`config.mk`:
```
export PLATFORM = sky130hd
export DESIGN_NAME = sorted_matrix_quadrant_search
export DESIGN_NICKNAME = d
export VERILOG_FILES = /design/src/rtl/core/smqs_pkg.sv /design/src/rtl/core/sorted_matrix_quadrant_search.sv
export SDC_FILE = /design/constraint.sdc
export NUM_CORES = 1
export LEC_CHECK = 0
export BUFFER_PORTS_ARGS = -buffer_cell sky130_fd_sc_hd__buf_2
export CORE_ASPECT_RATIO = 2
export CORE_MARGIN = 3
export CORE_UTILIZATION = 48
export DETAILED_ROUTE_END_ITERATION = 8
export PLACE_DENSITY = 0.66
export SYNTH_ARGS = -nofsm -noshare
export SYNTH_HDL_FRONTEND = slang
export SYNTH_SLANG_ARGS = --single-unit
```
`constraint.sdc`:
```
create_clock -name clk -period 4 [get_ports clk]
set_input_delay 0.4 -clock clk [delete_from_list [all_inputs] [get_ports clk]]
set_output_delay 0.4 -clock clk [all_outputs]
set_load 0.005 [all_outputs]
```
`src/rtl/core/smqs_pkg.sv`:
```
`timescale 1ns / 1ps
`default_nettype none
// ----------------------------------------------------------------------------
// smqs_pkg
// Shared types for the sorted matrix quadrant search block: the search
// sequencer states.
// ----------------------------------------------------------------------------
package smqs_pkg;

	typedef enum logic [3:0] {
		S_IDLE,
		S_POP,
		S_LOAD,
		S_CELL,
		S_FIRST,
		S_LAST,
		S_MID,
		S_PUSH,
		S_DONE
	} smqs_state_t;

endpackage
`default_nettype wire

```
`src/rtl/core/sorted_matrix_quadrant_search.sv`:
```
`timescale 1ns / 1ps
`default_nettype none
// ----------------------------------------------------------------------------
// sorted_matrix_quadrant_search
// Matrix store with a quadrant divide-and-conquer key search driven by a
// region stack; both the matrix and the stack sit in single-port memories.
// Timing: a write item gives no result. A search item walks the visited regions;
// each takes a pop, a stack read, three serial reads of the matrix port and a
// second push, and may stop early; the matrix read port sets the pace.
// Throughput: one item at a time; the next item is taken once the sequencer
// returns to idle, while a result may still wait in the output register.
// Reset clears the sequencer, stack pointer and output valid; matrix contents
// stay undefined until written.
// ----------------------------------------------------------------------------
module sorted_matrix_quadrant_search #(
	parameter int ROWS        = 4,
	parameter int COLS        = 4,
	parameter int STACK_DEPTH = 16
) (
	input  wire logic               clk,
	input  wire logic               arst_n,
	input  wire logic               in_valid,
	output logic                    in_ready,
	input  wire logic               op,
	input  wire logic [1:0]         row,
	input  wire logic [1:0]         col,
	input  wire logic signed [31:0] value,
	input  wire logic signed [31:0] search_key,
	output logic                    out_valid,
	input  wire logic               out_ready,
	output logic                    found,
	output logic [1:0]              found_row,
	output logic [1:0]              found_col
);
	import smqs_pkg::*;

	localparam int RW    = (ROWS > 1) ? $clog2(ROWS) : 1;
	localparam int CW    = (COLS > 1) ? $clog2(COLS) : 1;
	localparam int CELLS = ROWS * COLS;
	localparam int AW    = (CELLS > 1) ? $clog2(CELLS) : 1;
	localparam int SPW   = $clog2(STACK_DEPTH + 1);
	localparam int SIW   = $clog2(STACK_DEPTH);

	typedef struct packed {
		logic [RW-1:0] r0;
		logic [RW-1:0] r1;
		logic [CW-1:0] c0;
		logic [CW-1:0] c1;
	} region_t;

	smqs_state_t state_q, state_d;

	logic signed [31:0] mat_mem [CELLS];
	logic signed [31:0] mat_rd_s1;
	region_t            stk_mem [STACK_DEPTH];
	region_t            stk_rd_s1;

	logic [SPW-1:0]     sp_q;
	logic [SPW-1:0]     sp_dec;
	logic signed [31:0] key_q;
	region_t            rg_q;
	region_t            pend_q;
	logic               pend_ok_q;
	logic               hit_q;
	logic [1:0]         hrow_q;
	logic [1:0]         hcol_q;
	logic               out_valid_q;
	logic               found_q;
	logic [1:0]         found_row_q;
	logic [1:0]         found_col_q;

	logic               mat_re;
	logic [AW-1:0]      mat_raddr;
	logic               mat_we;
	logic [AW-1:0]      mat_waddr;
	logic               stk_re;
	logic               stk_we;
	logic [SIW-1:0]     stk_waddr;
	region_t            stk_wdata;

	logic               acc;
	logic               wr_in_range;
	logic [RW:0]        rsum;
	logic [CW:0]        csum;
	logic [RW-1:0]      mr;
	logic [CW-1:0]      mc;
	logic               key_gt_mid;
	region_t            reg_a;
	region_t            reg_b;
	logic               ok_a;
	logic               ok_b;
	logic               sp_room;
	logic               out_free;
	region_t            full_region;

	assign acc         = in_valid && in_ready;
	assign sp_dec      = sp_q - SPW'(1);
	assign sp_room     = sp_q < SPW'(STACK_DEPTH);
	assign out_free    = !out_valid_q || out_ready;
	assign wr_in_range = (7'(row) < 7'(ROWS)) && (7'(col) < 7'(COLS));
	assign mat_waddr   = AW'(RW'(row)) * AW'(COLS) + AW'(CW'(col));

	assign full_region.r0 = '0;
	assign full_region.r1 = RW'(ROWS - 1);
	assign full_region.c0 = '0;
	assign full_region.c1 = CW'(COLS - 1);

	// midpoint of the current region and the two subregions
	assign rsum       = {1'b0, rg_q.r0} + {1'b0, rg_q.r1};
	assign csum       = {1'b0, rg_q.c0} + {1'b0, rg_q.c1};
	assign mr         = rsum[RW:1];
	assign mc         = csum[CW:1];
	assign key_gt_mid = key_q > mat_rd_s1;

	always_comb begin
		if (key_gt_mid) begin
			reg_a = '{r0: mr + RW'(1), r1: rg_q.r1, c0: rg_q.c0, c1: rg_q.c1};
			ok_a  = mr != rg_q.r1;
			reg_b = '{r0: rg_q.r0, r1: mr, c0: mc + CW'(1), c1: rg_q.c1};
			ok_b  = mc != rg_q.c1;
		end else begin
			reg_a = '{r0: rg_q.r0, r1: rg_q.r1, c0: rg_q.c0, c1: mc - CW'(1)};
			ok_a  = mc != rg_q.c0;
			reg_b = '{r0: rg_q.r0, r1: mr - RW'(1), c0: mc, c1: rg_q.c1};
			ok_b  = mr != rg_q.r0;
		end
	end

	// next state
	always_comb begin
		state_d = state_q;
		unique case (state_q)
			S_IDLE: begin
				if (acc && op) state_d = S_POP;
			end
			S_POP: begin
				state_d = (sp_q == '0) ? S_DONE : S_LOAD;
			end
			S_LOAD: begin
				if (stk_rd_s1.r0 == stk_rd_s1.r1 && stk_rd_s1.c0 == stk_rd_s1.c1)
					state_d = S_CELL;
				else
					state_d = S_FIRST;
			end
			S_CELL: begin
				state_d = (mat_rd_s1 == key_q) ? S_DONE : S_POP;
			end
			S_FIRST: begin
				state_d = (mat_rd_s1 > key_q) ? S_POP : S_LAST;
			end
			S_LAST: begin
				state_d = (mat_rd_s1 < key_q) ? S_POP : S_MID;
			end
			S_MID: begin
				state_d = (mat_rd_s1 == key_q) ? S_DONE : S_PUSH;
			end
			S_PUSH: begin
				state_d = S_POP;
			end
			S_DONE: begin
				if (out_free) state_d = S_IDLE;
			end
			default: state_d = S_IDLE;
		endcase
	end

	// memory and handshake controls
	always_comb begin
		in_ready  = 1'b0;
		mat_re    = 1'b0;
		mat_raddr = '0;
		mat_we    = 1'b0;
		stk_re    = 1'b0;
		stk_we    = 1'b0;
		stk_waddr = sp_q[SIW-1:0];
		stk_wdata = full_region;
		unique case (state_q)
			S_IDLE: begin
				in_ready  = 1'b1;
				mat_we    = acc && !op && wr_in_range;
				stk_we    = acc && op;
				stk_waddr = '0;
			end
			S_POP: begin
				stk_re = sp_q != '0;
			end
			S_LOAD: begin
				mat_re    = 1'b1;
				mat_raddr = AW'(stk_rd_s1.r0) * AW'(COLS) + AW'(stk_rd_s1.c0);
			end
			S_FIRST: begin
				mat_re    = 1'b1;
				mat_raddr = AW'(rg_q.r1) * AW'(COLS) + AW'(rg_q.c1);
			end
			S_LAST: begin
				mat_re    = 1'b1;
				mat_raddr = AW'(mr) * AW'(COLS) + AW'(mc);
			end
			S_MID: begin
				stk_we    = (mat_rd_s1 != key_q) && ok_a && sp_room;
				stk_wdata = reg_a;
			end
			S_PUSH: begin
				stk_we    = pend_ok_q && sp_room;
				stk_wdata = pend_q;
			end
			S_CELL, S_DONE: begin
			end
			default: begin
			end
		endcase
	end

	// matrix memory
	always_ff @(posedge clk) begin
		if (mat_we) mat_mem[mat_waddr] <= value;
	end

	always_ff @(posedge clk) begin
		if (mat_re) mat_rd_s1 <= mat_mem[mat_raddr];
	end

	// region stack memory
	always_ff @(posedge clk) begin
		if (stk_we) stk_mem[stk_waddr] <= stk_wdata;
	end

	always_ff @(posedge clk) begin
		if (stk_re) stk_rd_s1 <= stk_mem[sp_dec[SIW-1:0]];
	end

	always_ff @(posedge clk or negedge arst_n) begin
		if (!arst_n) begin
			state_q <= S_IDLE;
		end else begin
			state_q <= state_d;
		end
	end

	always_ff @(posedge clk or negedge arst_n) begin
		if (!arst_n) begin
			sp_q        <= '0;
			hit_q       <= 1'b0;
			out_valid_q <= 1'b0;
		end else begin
			if (stk_we) begin
				sp_q <= (state_q == S_IDLE) ? SPW'(1) : sp_q + SPW'(1);
			end else if (stk_re) begin
				sp_q <= sp_dec;
			end else if (state_q == S_DONE) begin
				sp_q <= '0;
			end
			if (acc && op) begin
				hit_q <= 1'b0;
			end else if ((state_q == S_CELL || state_q == S_MID) && mat_rd_s1 == key_q) begin
				hit_q <= 1'b1;
			end
			if (state_q == S_DONE && out_free) begin
				out_valid_q <= 1'b1;
			end else if (out_ready) begin
				out_valid_q <= 1'b0;
			end
		end
	end

	always_ff @(posedge clk) begin
		if (acc && op) begin
			key_q  <= search_key;
			hrow_q <= '0;
			hcol_q <= '0;
		end
		if (state_q == S_LOAD) rg_q <= stk_rd_s1;
		if (state_q == S_MID) begin
			pend_q    <= reg_b;
			pend_ok_q <= ok_b;
		end
		if (state_q == S_CELL && mat_rd_s1 == key_q) begin
			hrow_q <= 2'(rg_q.r0);
			hcol_q <= 2'(rg_q.c0);
		end
		if (state_q == S_MID && mat_rd_s1 == key_q) begin
			hrow_q <= 2'(mr);
			hcol_q <= 2'(mc);
		end
		if (state_q == S_DONE && out_free) begin
			found_q     <= hit_q;
			found_row_q <= hrow_q;
			found_col_q <= hcol_q;
		end
	end

	assign out_valid = out_valid_q;
	assign found     = found_q;
	assign found_row = found_row_q;
	assign found_col = found_col_q;

	a_sp_bound: assert property (@(posedge clk) disable iff (!arst_n)
		sp_q <= SPW'(STACK_DEPTH))
		else $error("stack pointer beyond depth");

	a_result_from_done: assert property (@(posedge clk) disable iff (!arst_n)
		$rose(out_valid_q) |-> $past(state_q) == S_DONE)
		else $error("result without finished search");

	a_load_after_pop: assert property (@(posedge clk) disable iff (!arst_n)
		state_q == S_LOAD |-> $past(state_q) == S_POP && $past(sp_q) != '0)
		else $error("region load without pop");

	a_miss_zero: assert property (@(posedge clk) disable iff (!arst_n)
		out_valid_q && !found_q |-> found_row_q == '0 && found_col_q == '0)
		else $error("miss with nonzero cell");

	a_region_in_range: assert property (@(posedge clk) disable iff (!arst_n)
		state_q == S_FIRST |-> rg_q.r1 <= RW'(ROWS - 1) && rg_q.c1 <= CW'(COLS - 1))
		else $error("region outside matrix");

endmodule
`default_nettype wire

```
==> results.sh <==
export IMPL_antenna_found_initial=9
export IMPL_syn_cell_area_um2=30600
export IMPL_cp_endpoint="stk_mem[9][3]"
export IMPL_cts_tree="built"
export IMPL_yosys_warnings=0
export IMPL_seqCellArea_um2=22400
export IMPL_wl_mm=69.0
export IMPL_die_area_um2=67000
export IMPL_synth_xor_area_share=0.00658
export IMPL_dieWidth_um=185
export IMPL_powerDensity_nw_per_um2=630
export IMPL_yosysSeqAreaShare=0.733
export IMPL_final_nets=1954
export IMPL_htree_levels=2
export IMPL_ys_top_cells_by_count="edfxtp_1 (738), mux2i_1 (487), nor2_1 (45), inv_1 (44), buf_2 (41)"
export IMPL_grt_max_degree=59
export IMPL_synth_top_area_share=0.724
export IMPL_fin_crit_ns=3.76
export IMPL_overflow=0
export IMPL_setup_violations_final=0
export IMPL_syn_area_per_cell_um2=18.3
export IMPL_netlist_instances=1668
export IMPL_synth_simple_gate_area_share=0.0249
export IMPL_detail_route_antenna_nets=0
export IMPL_rrSetupSlack_ns=0.24
export IMPL_synth_seq_cells=749
export IMPL_setup_tns_final_ns=0
export IMPL_cp_required_ns=4.24
export IMPL_fin_area_um2=34900
export IMPL_synth_fa_ha_area_frac=0.0155
export IMPL_clk_pin_slew_worst_paths_ns=0.07
export IMPL_dr_first_iter_drc_count=1062
export IMPL_start_util=0.486
export IMPL_reg2reg_from="mat_rd_s1[15]"
export IMPL_insertion_delay_ns=0.62
export IMPL_syn_num_nets=1777
export IMPL_io_buffers=79
export IMPL_ys_top_cells_by_area="edfxtp_1 (72%), mux2i_1 (16%), mux4_2 (2.9%), ha_1 (1.4%), dfrtp_1 (0.90%)"
export IMPL_post_cts_buffers=0
export IMPL_synth_distinct_cells=59
export IMPL_vias=15300
export IMPL_synth_edf_count=738
export IMPL_fillCellCount=4699
export IMPL_power_w=0.0220
export IMPL_dieHeight_um=363
export IMPL_via_per_inst=5.70
export IMPL_crit_type="flip-flop to flip-flop"
export IMPL_relSlewSlack=0.194
export IMPL_drc=0
export IMPL_clockBufferDepth=3
export IMPL_rsz0062_at_grt="false"
export IMPL_power_leakage_nw=14.6
export IMPL_io_pins=80
export IMPL_dr_pass1_iters=5
export IMPL_fin_skew_ns=0.0143
export IMPL_wl_per_cell_um=25.7
export IMPL_synth_top_area_cell="edfxtp_1"
export IMPL_peakVddDrop_v=0.000394
export IMPL_synth_top_family_by_area="multiplexers"
export IMPL_slew_violations=0
export IMPL_synthMuxAreaShare=0.189
export IMPL_fmax_mhz=266
export IMPL_cts_root_buffer="clkbuf_16"
export IMPL_status="completed"
export IMPL_area_growth_pct=14.2
export IMPL_hold_viol=0
export IMPL_cp_end_kind="flip-flop"
export IMPL_grt_pass1_vias=16000
export IMPL_multi_input_area_um2=7780
export IMPL_drive_gt1_frac=0.169
export IMPL_cp_max_fo=8
export IMPL_hpwl_mm=42.9
export IMPL_grt_util_all_layers=0.207
export IMPL_worst_pin_slew_ns=1.20
export IMPL_synthMostInstantiatedCell="edfxtp_1"
export IMPL_r2r_cells=13
export IMPL_maxCapViolCount=0
export IMPL_async_reset_ff_frac=0.0147
export IMPL_worstHoldPathType="input port to flip-flop"
export IMPL_worstPathArrival_ns=4.01
export IMPL_cts_made_buffers=60
export IMPL_core_um2=62900
export IMPL_rows=130
export IMPL_gp_congestion=0.937
export IMPL_fin_crit_sh=0.941
export IMPL_reg2reg_to="stk_mem[9][3]"
export IMPL_synth_compound_area_frac=0.0137
export IMPL_crit_start="mat_rd_s1[15]"
export IMPL_grt_first_pass_wirelength_mm=102
export IMPL_post_dp_cell_area_um2=32700
export IMPL_worstSetupStartpointType="flip-flop"
export IMPL_synthFlopType="edfxtp_1"
export IMPL_cts_num_sinks=749
[metal layers]
| metal | wire length [um] | share of wire | track usage | vias to the layer above |
|---|---|---|---|---|
| li1 | - | - | - | 6908 |
| met1 | 24600 | 0.36 | 0.225 | 7894 |
| met2 | 37900 | 0.55 | 0.390 | 361 |
| met3 | 2960 | 0.043 | 0.0334 | 153 |
| met4 | 3510 | 0.051 | 0.0927 | 10 |
| met5 | 67 | 0.00097 | 0 | - |
[area by class of cell]
| class | count | share of cell area |
|---|---|---|
| sequential | 749 | 0.642 |
| multi-input combinational | 799 | 0.222 |
| timing repair buffer | 191 | 0.0456 |
| clock buffer | 75 | 0.0446 |
| tap | 792 | 0.0284 |
| clock inverter | 36 | 0.0120 |
| inverter | 44 | 0.00473 |
| antenna | 4 | 0.000286 |
[flip-flops by register name, summed over array words and instances (netlist names), 4 cells and up]
register / flops
mat_mem: 512
stk_mem: 128
key_q: 32
mat_rd_s1: 32
pend_q: 8
rg_q: 8
stk_rd_s1: 8
sp_q: 5
state_q: 4
[per-stage QoR]
step           setup slack (ns)  hold WS, ns  cells  utilization
5_1_grt                  0.0330       0.0107   2688        0.555
6_report                  0.237       0.0283   2690        0.555
2_1_floorplan            0.0449        0.104   1668            -
3_3_place_gp              0.311        0.289   2547        0.519
4_1_cts                   0.125      0.00853   2686        0.555
3_5_place_dp              0.151        0.292   2547        0.519
[layout by cell type, fill, tap and decap left out, drive strengths merged, types with 3 or more instances in the layout]
cell | synthesis | final
dfrtp | 11 | 11
a21o | 4 | 4
nor2 | 45 | 45
diode | 0 | 4
and2 | 3 | 3
mux2i | 487 | 487
nand2 | 29 | 29
mux4 | 40 | 40
buf | 57 | 163
or3 | 3 | 3
nor4 | 4 | 4
bufinv | 0 | 8
nand4 | 10 | 10
a222oi | 4 | 4
nand2b | 6 | 6
ha | 34 | 34
clkinvlp | 0 | 3
xor2 | 10 | 10
o21ai | 13 | 13
nor2b | 3 | 3
or4 | 3 | 3
edfxtp | 738 | 738
dlygate4sd3 | 0 | 28
clkbuf | 19 | 75
nand3b | 4 | 4
a22oi | 5 | 5
clkinv | 0 | 22
nor3 | 19 | 19
a21oi | 20 | 20
inv | 44 | 47
nand3 | 14 | 14
xnor2 | 13 | 13
[cell families (layout without fill, tap and decap cells)]
logic type               Yosys count  in the layout
AO/OA/AOI/OAI                     63             63
XOR/XNOR                          23             23
adder cells (fa/ha/maj)           37             37
buffers and inverters            120            346
flip-flops                       749            749
multiplexers                     527            527
other                              0              4
AND/OR/NAND/NOR                  149            149
[critical path, cell delays in order, from the launching register on]
cell,delay (ns)
edfxtp_1,0.38
ha_1,0.33
nand4_1,0.21
nor4_2,0.08
buf_4,0.18
a2111oi_1,0.44
buf_4,0.19
a21boi_1,0.06
o21bai_1,0.15
mux2i_1,0.15
buf_4,0.20
buf_4,0.13
or3_4,0.35
nor2_1,0.54
[report_power, final]
part | total (W) | internal (W) | switching (W) | leakage (nW)
logic | 0.00638 | 0.00282 | 0.00356 | 6.68
registers | 0.00969 | 0.00935 | 0.000338 | 6.94
clock network | 0.00595 | 0.00330 | 0.00265 | 0.957
[how the worst min path moves through the flow]
stage          slack (ns)  cells after the start          start   endpoint
2_1_floorplan        0.10                      0         arst_n      hit_q
3_3_place_gp         0.29                      1         arst_n  out_valid
3_5_place_dp         0.29                      1         arst_n  out_valid
4_1_cts             0.009                      1  search_key[3]   key_q[3]
5_1_grt              0.01                      1  search_key[3]   key_q[3]
6_report             0.03                      1  search_key[0]   key_q[0]
[what timing repair did]
action | 4_1_cts | 5_1_grt
hold endpoints to repair | 38 | 0
hold buffers | 28 | 0
resized for setup | 0 | 3
endpoints found under the setup margin | 0 | 24
No activity file was read; power rests on OpenSTA's default activity.
